[src/rtl/efla_pkg.sv]
// Shared types and constants for the explicit free list heap allocator.
// Used by efla_ctrl, efla_dp, the top level and the checker; no dependencies.
`default_nettype none
package efla_pkg;

  localparam int unsigned HEAP_BYTES_DEF = 65536;
  localparam int unsigned WSIZE          = 4;
  localparam int unsigned DSIZE          = 8;
  localparam int unsigned MIN_BLK        = 2 * DSIZE;
  localparam int unsigned PRO_END        = 4 * WSIZE;
  localparam int unsigned CHUNK_W        = 17;
  localparam int unsigned CFG_AW         = 3;
  localparam logic [CHUNK_W-1:0] CHUNK_RST = CHUNK_W'(1 << 12);
  localparam logic [CFG_AW-1:0]  CFG_CHUNK_ADDR = '0;
  localparam logic [31:0] PRO_TAG = 32'(DSIZE) | 32'h1;
  localparam logic [31:0] EPI_TAG = 32'h1;

  typedef enum logic [1:0] {
    ACT_INIT  = 2'd0,
    ACT_ALLOC = 2'd1,
    ACT_FREE  = 2'd2,
    ACT_NONE  = 2'd3
  } act_e;

  typedef enum logic [1:0] {
    ST_OK   = 2'd0,
    ST_ZERO = 2'd1,
    ST_OOM  = 2'd2,
    ST_NRDY = 2'd3
  } status_e;

  typedef enum logic [5:0] {
    OP_NOP, OP_CAPTURE, OP_PRO0, OP_PRO1, OP_PRO2, OP_PRO3,
    OP_GROW_CHK, OP_HDR, OP_FTR, OP_EPI,
    OP_MG_RDP, OP_MG_RDN, OP_MG_LATN, OP_MG_SUM, OP_MG_SETBP,
    OP_RM_PB, OP_RM_NB, OP_RM_RD0, OP_RM_RD1, OP_RM_LINKP, OP_RM_LINKN,
    OP_INS0, OP_INS1, OP_INS2,
    OP_A_START, OP_A_RDH, OP_A_RDNX, OP_A_NEXT, OP_A_FOUND, OP_A_MISS,
    OP_PL_START, OP_PL_ASZ, OP_PL_REM,
    OP_F_RD, OP_F_CHK, OP_SET_READY, OP_FINISH
  } dp_op_e;

  typedef struct packed {
    dp_op_e  op;
    logic    alloc;
    status_e st;
  } cmd_t;

  typedef struct packed {
    logic ready;
    logic req_zero;
    act_e act;
    logic ok;
    logic pa;
    logic na;
    logic fit;
    logic walk_end;
    logic split;
    logic out_free;
  } sts_t;

endpackage
`default_nettype wire

[src/rtl/efla_ctrl.sv]
// Controller: sequences init, allocate and free through grow, merge, remove.
// Depends on efla_pkg; drives efla_dp through cmd_t and reads sts_t.
`default_nettype none
module efla_ctrl (
  input  logic           clk_i,
  input  logic           rst_ni,
  input  logic           in_valid_i,
  output logic           in_stall_o,
  input  efla_pkg::sts_t sts_i,
  output efla_pkg::cmd_t cmd_o
);
  import efla_pkg::*;

  localparam logic [5:0] S_IDLE    = 6'd0,  S_DISP    = 6'd1,  S_I0      = 6'd2,
                         S_I1      = 6'd3,  S_I2      = 6'd4,  S_I3      = 6'd5,
                         S_I_END   = 6'd6,  S_G_CHK   = 6'd7,  S_G_BR    = 6'd8,
                         S_G_HDR   = 6'd9,  S_G_FTR   = 6'd10, S_G_EPI   = 6'd11,
                         S_M0      = 6'd12, S_M1      = 6'd13, S_M2      = 6'd14,
                         S_M3      = 6'd15, S_M_RMP   = 6'd16, S_M_CHKN  = 6'd17,
                         S_M_RMN   = 6'd18, S_M_SET   = 6'd19, S_M_HDR   = 6'd20,
                         S_M_FTR   = 6'd21, S_M_INS0  = 6'd22, S_M_INS1  = 6'd23,
                         S_M_INS2  = 6'd24, S_R0      = 6'd25, S_R1      = 6'd26,
                         S_R2      = 6'd27, S_R3      = 6'd28, S_A_LOOP  = 6'd29,
                         S_A_CHK   = 6'd30, S_A_NX    = 6'd31, S_A_MISS  = 6'd32,
                         S_A_GROWN = 6'd33, S_PL0     = 6'd34, S_PL1     = 6'd35,
                         S_PL_HA   = 6'd36, S_PL_FA   = 6'd37, S_PL_REM  = 6'd38,
                         S_PL_HR   = 6'd39, S_PL_FR   = 6'd40, S_PL_HC   = 6'd41,
                         S_PL_FC   = 6'd42, S_F0      = 6'd43, S_F1      = 6'd44,
                         S_F2      = 6'd45, S_F_HDR   = 6'd46, S_F_FTR   = 6'd47,
                         S_DONE    = 6'd48;

  logic [5:0] state_q, state_d, ret_rm_q, ret_rm_d, ret_mg_q, ret_mg_d;
  logic [5:0] ret_gr_q, ret_gr_d;
  status_e    st_q, st_d;

  always_ff @(posedge clk_i or negedge rst_ni) begin
    if (!rst_ni) begin
      state_q  <= S_IDLE;
      ret_rm_q <= S_IDLE;
      ret_mg_q <= S_IDLE;
      ret_gr_q <= S_IDLE;
      st_q     <= ST_OK;
    end else begin
      state_q  <= state_d;
      ret_rm_q <= ret_rm_d;
      ret_mg_q <= ret_mg_d;
      ret_gr_q <= ret_gr_d;
      st_q     <= st_d;
    end
  end

  always_comb begin
    state_d      = state_q;
    ret_rm_d     = ret_rm_q;
    ret_mg_d     = ret_mg_q;
    ret_gr_d     = ret_gr_q;
    st_d         = st_q;
    cmd_o.op     = OP_NOP;
    cmd_o.alloc  = 1'b0;
    cmd_o.st     = st_q;
    unique case (state_q)
      S_IDLE: begin
        if (in_valid_i) begin
          cmd_o.op = OP_CAPTURE;
          state_d  = S_DISP;
        end
      end
      S_DISP: begin
        priority if (sts_i.act == ACT_INIT) begin
          state_d = S_I0;
        end else if (sts_i.act == ACT_NONE) begin
          st_d = ST_OK; state_d = S_DONE;
        end else if (!sts_i.ready) begin
          st_d = ST_NRDY; state_d = S_DONE;
        end else if (sts_i.act == ACT_FREE) begin
          st_d = ST_OK; state_d = S_F0;
        end else if (sts_i.req_zero) begin
          st_d = ST_ZERO; state_d = S_DONE;
        end else begin
          cmd_o.op = OP_A_START; state_d = S_A_LOOP;
        end
      end
      S_I0: begin cmd_o.op = OP_PRO0; state_d = S_I1; end
      S_I1: begin cmd_o.op = OP_PRO1; state_d = S_I2; end
      S_I2: begin cmd_o.op = OP_PRO2; state_d = S_I3; end
      S_I3: begin
        cmd_o.op = OP_PRO3; ret_gr_d = S_I_END; state_d = S_G_CHK;
      end
      S_I_END: begin
        cmd_o.op = OP_SET_READY;
        st_d     = sts_i.ok ? ST_OK : ST_OOM;
        state_d  = S_DONE;
      end
      S_G_CHK: begin cmd_o.op = OP_GROW_CHK; state_d = S_G_BR; end
      S_G_BR: state_d = sts_i.ok ? S_G_HDR : ret_gr_q;
      S_G_HDR: begin cmd_o.op = OP_HDR; state_d = S_G_FTR; end
      S_G_FTR: begin cmd_o.op = OP_FTR; state_d = S_G_EPI; end
      S_G_EPI: begin cmd_o.op = OP_EPI; ret_mg_d = ret_gr_q; state_d = S_M0; end
      S_M0: begin cmd_o.op = OP_MG_RDP; state_d = S_M1; end
      S_M1: begin cmd_o.op = OP_MG_RDN; state_d = S_M2; end
      S_M2: begin cmd_o.op = OP_MG_LATN; state_d = S_M3; end
      S_M3: begin
        cmd_o.op = OP_MG_SUM;
        priority if (!sts_i.pa) state_d = S_M_RMP;
        else if (!sts_i.na) state_d = S_M_RMN;
        else state_d = S_M_SET;
      end
      S_M_RMP: begin
        cmd_o.op = OP_RM_PB; ret_rm_d = S_M_CHKN; state_d = S_R0;
      end
      S_M_CHKN: state_d = sts_i.na ? S_M_SET : S_M_RMN;
      S_M_RMN: begin
        cmd_o.op = OP_RM_NB; ret_rm_d = S_M_SET; state_d = S_R0;
      end
      S_M_SET: begin cmd_o.op = OP_MG_SETBP; state_d = S_M_HDR; end
      S_M_HDR: begin cmd_o.op = OP_HDR; state_d = S_M_FTR; end
      S_M_FTR: begin cmd_o.op = OP_FTR; state_d = S_M_INS0; end
      S_M_INS0: begin cmd_o.op = OP_INS0; state_d = S_M_INS1; end
      S_M_INS1: begin cmd_o.op = OP_INS1; state_d = S_M_INS2; end
      S_M_INS2: begin cmd_o.op = OP_INS2; state_d = ret_mg_q; end
      S_R0: begin cmd_o.op = OP_RM_RD0; state_d = S_R1; end
      S_R1: begin cmd_o.op = OP_RM_RD1; state_d = S_R2; end
      S_R2: begin cmd_o.op = OP_RM_LINKP; state_d = S_R3; end
      S_R3: begin cmd_o.op = OP_RM_LINKN; state_d = ret_rm_q; end
      S_A_LOOP: begin
        if (sts_i.walk_end) begin
          state_d = S_A_MISS;
        end else begin
          cmd_o.op = OP_A_RDH; state_d = S_A_CHK;
        end
      end
      S_A_CHK: begin
        if (sts_i.fit) begin
          cmd_o.op = OP_A_FOUND; state_d = S_PL0;
        end else begin
          cmd_o.op = OP_A_RDNX; state_d = S_A_NX;
        end
      end
      S_A_NX: begin cmd_o.op = OP_A_NEXT; state_d = S_A_LOOP; end
      S_A_MISS: begin
        cmd_o.op = OP_A_MISS; ret_gr_d = S_A_GROWN; state_d = S_G_CHK;
      end
      S_A_GROWN: begin
        if (sts_i.ok) begin
          state_d = S_PL0;
        end else begin
          st_d = ST_OOM; state_d = S_DONE;
        end
      end
      S_PL0: begin
        cmd_o.op = OP_PL_START; st_d = ST_OK; ret_rm_d = S_PL1; state_d = S_R0;
      end
      S_PL1: begin
        if (sts_i.split) begin
          cmd_o.op = OP_PL_ASZ; state_d = S_PL_HA;
        end else begin
          state_d = S_PL_HC;
        end
      end
      S_PL_HA: begin cmd_o.op = OP_HDR; cmd_o.alloc = 1'b1; state_d = S_PL_FA; end
      S_PL_FA: begin cmd_o.op = OP_FTR; cmd_o.alloc = 1'b1; state_d = S_PL_REM; end
      S_PL_REM: begin cmd_o.op = OP_PL_REM; state_d = S_PL_HR; end
      S_PL_HR: begin cmd_o.op = OP_HDR; state_d = S_PL_FR; end
      S_PL_FR: begin
        cmd_o.op = OP_FTR; ret_mg_d = S_DONE; state_d = S_M0;
      end
      S_PL_HC: begin cmd_o.op = OP_HDR; cmd_o.alloc = 1'b1; state_d = S_PL_FC; end
      S_PL_FC: begin cmd_o.op = OP_FTR; cmd_o.alloc = 1'b1; state_d = S_DONE; end
      S_F0: begin cmd_o.op = OP_F_RD; state_d = S_F1; end
      S_F1: begin cmd_o.op = OP_F_CHK; state_d = S_F2; end
      S_F2: state_d = sts_i.ok ? S_F_HDR : S_DONE;
      S_F_HDR: begin cmd_o.op = OP_HDR; state_d = S_F_FTR; end
      S_F_FTR: begin
        cmd_o.op = OP_FTR; ret_mg_d = S_DONE; state_d = S_M0;
      end
      S_DONE: begin
        if (sts_i.out_free) begin
          cmd_o.op = OP_FINISH; state_d = S_IDLE;
        end
      end
      default: state_d = S_IDLE;
    endcase
  end

  assign in_stall_o = (state_q != S_IDLE);

endmodule
`default_nettype wire

[config.mk]
export PLATFORM = sky130hd
export DESIGN_NAME = efla_ctrl
export DESIGN_NICKNAME = d
export VERILOG_FILES = /design/src/rtl/efla_pkg.sv /design/src/rtl/efla_ctrl.sv
export SDC_FILE = /design/constraint.sdc
export NUM_CORES = 1
export LEC_CHECK = 0
export BUFFER_PORTS_ARGS = -buffer_cell sky130_fd_sc_hd__buf_2
export CELL_PAD_IN_SITES_DETAIL_PLACEMENT = 1
export CELL_PAD_IN_SITES_GLOBAL_PLACEMENT = 2
export CORE_ASPECT_RATIO = 0.6
export CORE_MARGIN = 2
export CORE_UTILIZATION = 31
export CTS_CLUSTER_SIZE = 8
export DETAILED_ROUTE_END_ITERATION = 16
export GPL_TIMING_DRIVEN = 0
export PLACE_DENSITY_LB_ADDON = 0.1
export SYNTH_ARGS = -nofsm -noshare
export SYNTH_HDL_FRONTEND = slang
export SYNTH_SLANG_ARGS = --single-unit
[constraint.sdc]
create_clock -name clk_i -period 1.58 [get_ports clk_i]
set_input_delay 0.079 -clock clk_i [delete_from_list [all_inputs] [get_ports clk_i]]
set_output_delay 0.079 -clock clk_i [all_outputs]
set_load 0.05 [all_outputs]
---- After elaboration in Yosys (flattened, before gate mapping) ----
Index checks and enable logic that the tools add are counted.
word-level totals
  bits of input ports ..................... 14
  flip-flop bits (word level) ............. 26
  output and inout port bits .............. 10
cells by class
  reduce and logical (&&, ||, !) cells .... 17
  equal/unequal tests ..................... 55
  muxes and demuxes ....................... 39
operators by type and width
  kind                                                                    number
  6-bit case mux with 43 select lines                                     1
  6-bit case mux with 35 select lines                                     1
  6-bit equality test (second input constant)                             17
  6-bit by 5-bit equality test with 1-bit output (second input constant)  16
  6-bit 2-to-1 mux                                                        11
  6-bit by 4-bit equality test with 1-bit output (second input constant)  8
  5-bit 2-to-1 mux                                                        9
  6-bit by 3-bit equality test with 1-bit output (second input constant)  4
  6-bit case mux with 2 select lines                                      2
  6-bit case mux with 3 select lines                                      1
  2-bit 2-to-1 mux                                                        8
  6-bit by 2-bit equality test with 1-bit output (second input constant)  2
  6-bit OR reduction                                                      2
  2-bit != test (second input constant)                                   4
  2-bit case mux with 4 select lines                                      1
  6-bit by 1-bit equality test with 1-bit output (second input constant)  1
  6-bit zero test                                                         1
  6-bit nonzero test                                                      1
  2-bit OR reduction                                                      3
  3-bit OR reduction                                                      2
  5-bit != test (second input constant)                                   1
  2-bit equality test (second input constant)                             2
  4-bit 2-to-1 mux                                                        1
  4-bit AND reduction                                                     1
  other kinds (8)                                                         11

---- Depth between registers and ports, before layout ----
  depth in word-level cells ............... 6
  depth in mapped cells ................... 8

---- Worst setup path after synthesis ----
OpenSTA, ideal clock, no wires.
  path kind ............................... reg2out
  from .................................... reg state_q[2]
  to ...................................... out cmd_o[5] (netlist name)
  path slack .............................. -0.492 ns
  arrival ................................. 1.993 ns
  buffers on the path ..................... 2
  required time ........................... 1.501 ns
  cell stages (with the launch flop) ...... 8
  cell sequence ........................... dfrtp_1 buf_6 buf_6 nor2_1 nand2_1 a21oi_1 a21oi_1 o2111ai_1
RTL lines
  element                   line             source
  start: declaration        efla_ctrl.sv:32  logic [5:0] state_q, state_d, ret_rm_q, ret_rm_d, ret_mg_q, ret_mg_d;
  start signal: assignment  efla_ctrl.sv:44  state_q <= state_d;
  end: declaration          efla_ctrl.sv:10  output efla_pkg::cmd_t cmd_o

==> impl_metrics.toml <==
[run_status]
outcome = "complete, but fails checks"
violations = "negative setup slack"

[logic_synthesis]
ys_seq_elements = 18
synthCells = 319
syn_avg_cell_area_um2 = 7.390
synthesis.area_um2 = 2357
syn_nets = 333
yosys.cell_types.count = 70
yosysSeqAreaShare_pct = 19.11
synth_edf_count = 0
synthFlopType = "dfrtp_1"
async_flop_share_pct = 100.0
yosys_warnings = 0

[sta]
period_share_pct = 133.9
fin_ws_ns = -0.5364
fin_skew_ns = 0.001629
setup_viol = 18
tightest_slew_ns = 0.4660
hold_viol = 0
slew_viol_final = 0
rsz0062_at_grt = "true"
fmax_mhz = 472.5
slew_headroom_pct = 68.93
fin_setup_tns_ns = -5.836
period_minus_slack_ns = 2.116

[final_layout]
nets = 408
num_antenna_cells = 0
final_util_pct = 52.44
layout-drive-gt1-share_pct = 49.49
area_delta_synth_final_pct = 63.00

[drt]
drt-pass1-iter-count = 4
vias = 3119
routedWlPerCell_um = 26.66
drc = 0
wirelength_mm = 13.22
vias_per_cell = 6.288
drt_first_iter_violations = 304
final_antenna_net_count = 0

[grt]
antenna_found_initial = 0
grt_pass1_wl_mm = 19.05
grt_start_max_net_pins = 19
grt_pass1_vias = 2979
grt_overflow = 0
groute.usage.overall_pct = 31.15

[setup_path]
rr_worst_depth = 8
crit_required_ns = 1.50
path_max_fanout = 7
start_kind = "register"
startpoint = "state_q[3]"
critPathKind = "register to output port"
critPathArrivalTime_ns = 2.04
setup.worst_path.end_class = "output port"
r2r-end = "state_q[0]"
ff2ff_setup_slack_ns = -0.49
timing.rr.start = "state_q[2]"

[min_path]
min_to = "st_q[1]"
worstHoldStart = "sts_i[10]"
hold_path_depth = 3
hp-class = "primary input to register"

[placed_design]
place_congestion = 0.9568
portBuffers = 23
dp_hpwl_mm = 8.693
dpl_worst_slack_ns = -0.6602

[floorplan]
rows = 24
start_util_pct = 32.17
die_w_um = 116.6
fp.coreArea_um2 = 7327
die_area_um2 = 8340
die_y_um = 71.55
ioPinCount = 24

[power]
power_density_nw_per_um2 = 2644
vdd_drop_max_mv = 1.015
clkPwrFrac_pct = 5.1
p_sw_mw = 5.409
p_comb_share_pct = 86.2
power_leakage_nw = 1.528
swShare_pct = 53.25
seqPwrFrac_pct = 8.7
internal_power_mw = 4.749

[clocking]
cts_tree = "built"
path_clk_slew_ns = 0.05
clk-insertion-delay-late_ns = 0.25
cts_max_level = 1
cts_root_buf = "clkbuf_16"
cts_sinks = 18
cts_inserted_buffers = 3
cts_max_path_buffers = 2

[job]
maxCapViolations = 0
repair_timing:
action / 4_1_cts / 5_1_grt
hold endpoints to repair: 18 / 0
pin swaps: 16 / 19
buffers inserted: 31 / 15
cloned: 1 / 1
endpoints found under the setup margin: 26 / 26
hold buffers: 1 / 0
gates resized for setup: 95 / 62
power by group through the flow:
stage / Combinational (mW) / Sequential [mW] / Clock [mW]
after global routing: 9.06 / 0.910 / 0.547
after floorplan: 4.06 / 0.894 / 0
after detailed placement: 5.68 / 0.872 / 0
after global placement: 5.76 / 0.870 / 0
final: 8.76 / 0.880 / 0.521
after CTS: 7.39 / 0.862 / 0.532
logic make-up after synthesis:
kind of cell,Yosys count,synth area share [%]
buffers and inverters,42,11.57
flip-flops,18,19.11
multiplexers,7,3.450
AO/OA/AOI/OAI,114,33.81
AND/OR/NAND/NOR,134,30.57
XOR/XNOR,4,1.486
Yosys cell counts (all sizes together), types with 3 or more instances:
cell type | n | area, um^2
a211oi | 3 | 22.52
a2111oi | 3 | 38.79
a21oi | 25 | 125.1
o31ai | 3 | 22.52
a2bb2oi | 5 | 43.79
nand2b | 9 | 66.31
o32a | 3 | 30.03
xor2 | 3 | 26.28
mux2i | 4 | 40.04
nor3b | 3 | 27.52
dfrtp | 18 | 450.4
o21ai | 25 | 132.6
a22oi | 5 | 37.54
a31oi | 8 | 50.05
clkbuf | 4 | 15.01
and3 | 3 | 18.77
buf | 28 | 220.2
inv | 10 | 37.53
nor2 | 23 | 91.34
and2 | 3 | 18.77
mux2 | 3 | 41.29
nand2 | 32 | 120.1
or2 | 5 | 31.29
o21a | 3 | 22.52
nand3 | 15 | 75.07
nand4 | 5 | 31.28
nor2b | 11 | 68.82
o32ai | 4 | 35.03
o22ai | 5 | 31.28
nor3 | 16 | 90.09
a32oi | 3 | 26.28
flip-flops by register name, summed over array words and instances, names as in the netlist:
| signal | count |
|---|---|
| state_q | 6 |
| ret_mg_q | 4 |
| ret_rm_q | 4 |
| ret_gr_q | 2 |
| st_q | 2 |
cells in the final DEF (no fill, tap or decap), types with 4 or more instances in the layout:
cell type	instances
a22oi_1	5
buf_4	41
buf_12	10
buf_2	18
buf_8	9
dfrtp_1	16
nor2b_1	9
nor2_1	13
a31oi_1	8
inv_1	7
nand3_1	13
a21oi_2	6
clkbuf_16	4
nand2_1	26
nor3_1	6
nor2_4	7
o21ai_1	8
o22ai_1	4
nand2_2	4
nand2b_4	5
nand4_1	5
nor3_2	7
a21oi_1	19
o21ai_0	15
buf_6	19
stage by stage:
stage	hold slack, ns	cells	instance area, um^2	power (mW)
floorplan	-0.2166	319	2467	4.950
global placement	0.05007	446	2713	6.629
detailed placement	0.05831	446	2713	6.552
CTS	0.2737	480	3446	8.782
global route	0.3182	496	3842	10.51
finish	0.2985	496	3842	10.16
area by class of cell:
| class | instances | area, um^2 |
|---|---|---|
| Tap cell | 104 | 130.1 |
| Fill cell | 866 | 3485 |
| Multi-Input combinational cell | 259 | 2113 |
| Inverter | 10 | 46.29 |
| Clock buffer | 3 | 75.07 |
| Buffer | 30 | 412.9 |
| Sequential cell | 18 | 452.9 |
| Timing Repair Buffer | 72 | 611.8 |
critical path: stages (launching register included):
cell and delay, ns:
dfrtp_1 0.34, buf_6 0.15, nor2_4 0.06, buf_6 0.13, o2111a_1 0.18, a21oi_2 0.21, o221ai_2 0.18, a311o_2 0.37
buf_8 0.16
per-layer routing:
layer	global-route usage, %	routed length, um
met2	41.93	5380
met4	6.144	346
met5	0	0
met1	47.37	5925
met3	11.17	1572
worst max-delay path by stage:
stage	endpoint	slack [ns]	cells past startpoint
3_5_place_dp	cmd_o[4]	-0.66	8
6_report	cmd_o[6]	-0.54	8
5_1_grt	cmd_o[6]	-0.56	8
3_3_place_gp	cmd_o[4]	-0.69	8
4_1_cts	cmd_o[5]	-0.50	8
2_1_floorplan	cmd_o[4]	-0.20	8
No activity file was read; power rests on OpenSTA's default activity.
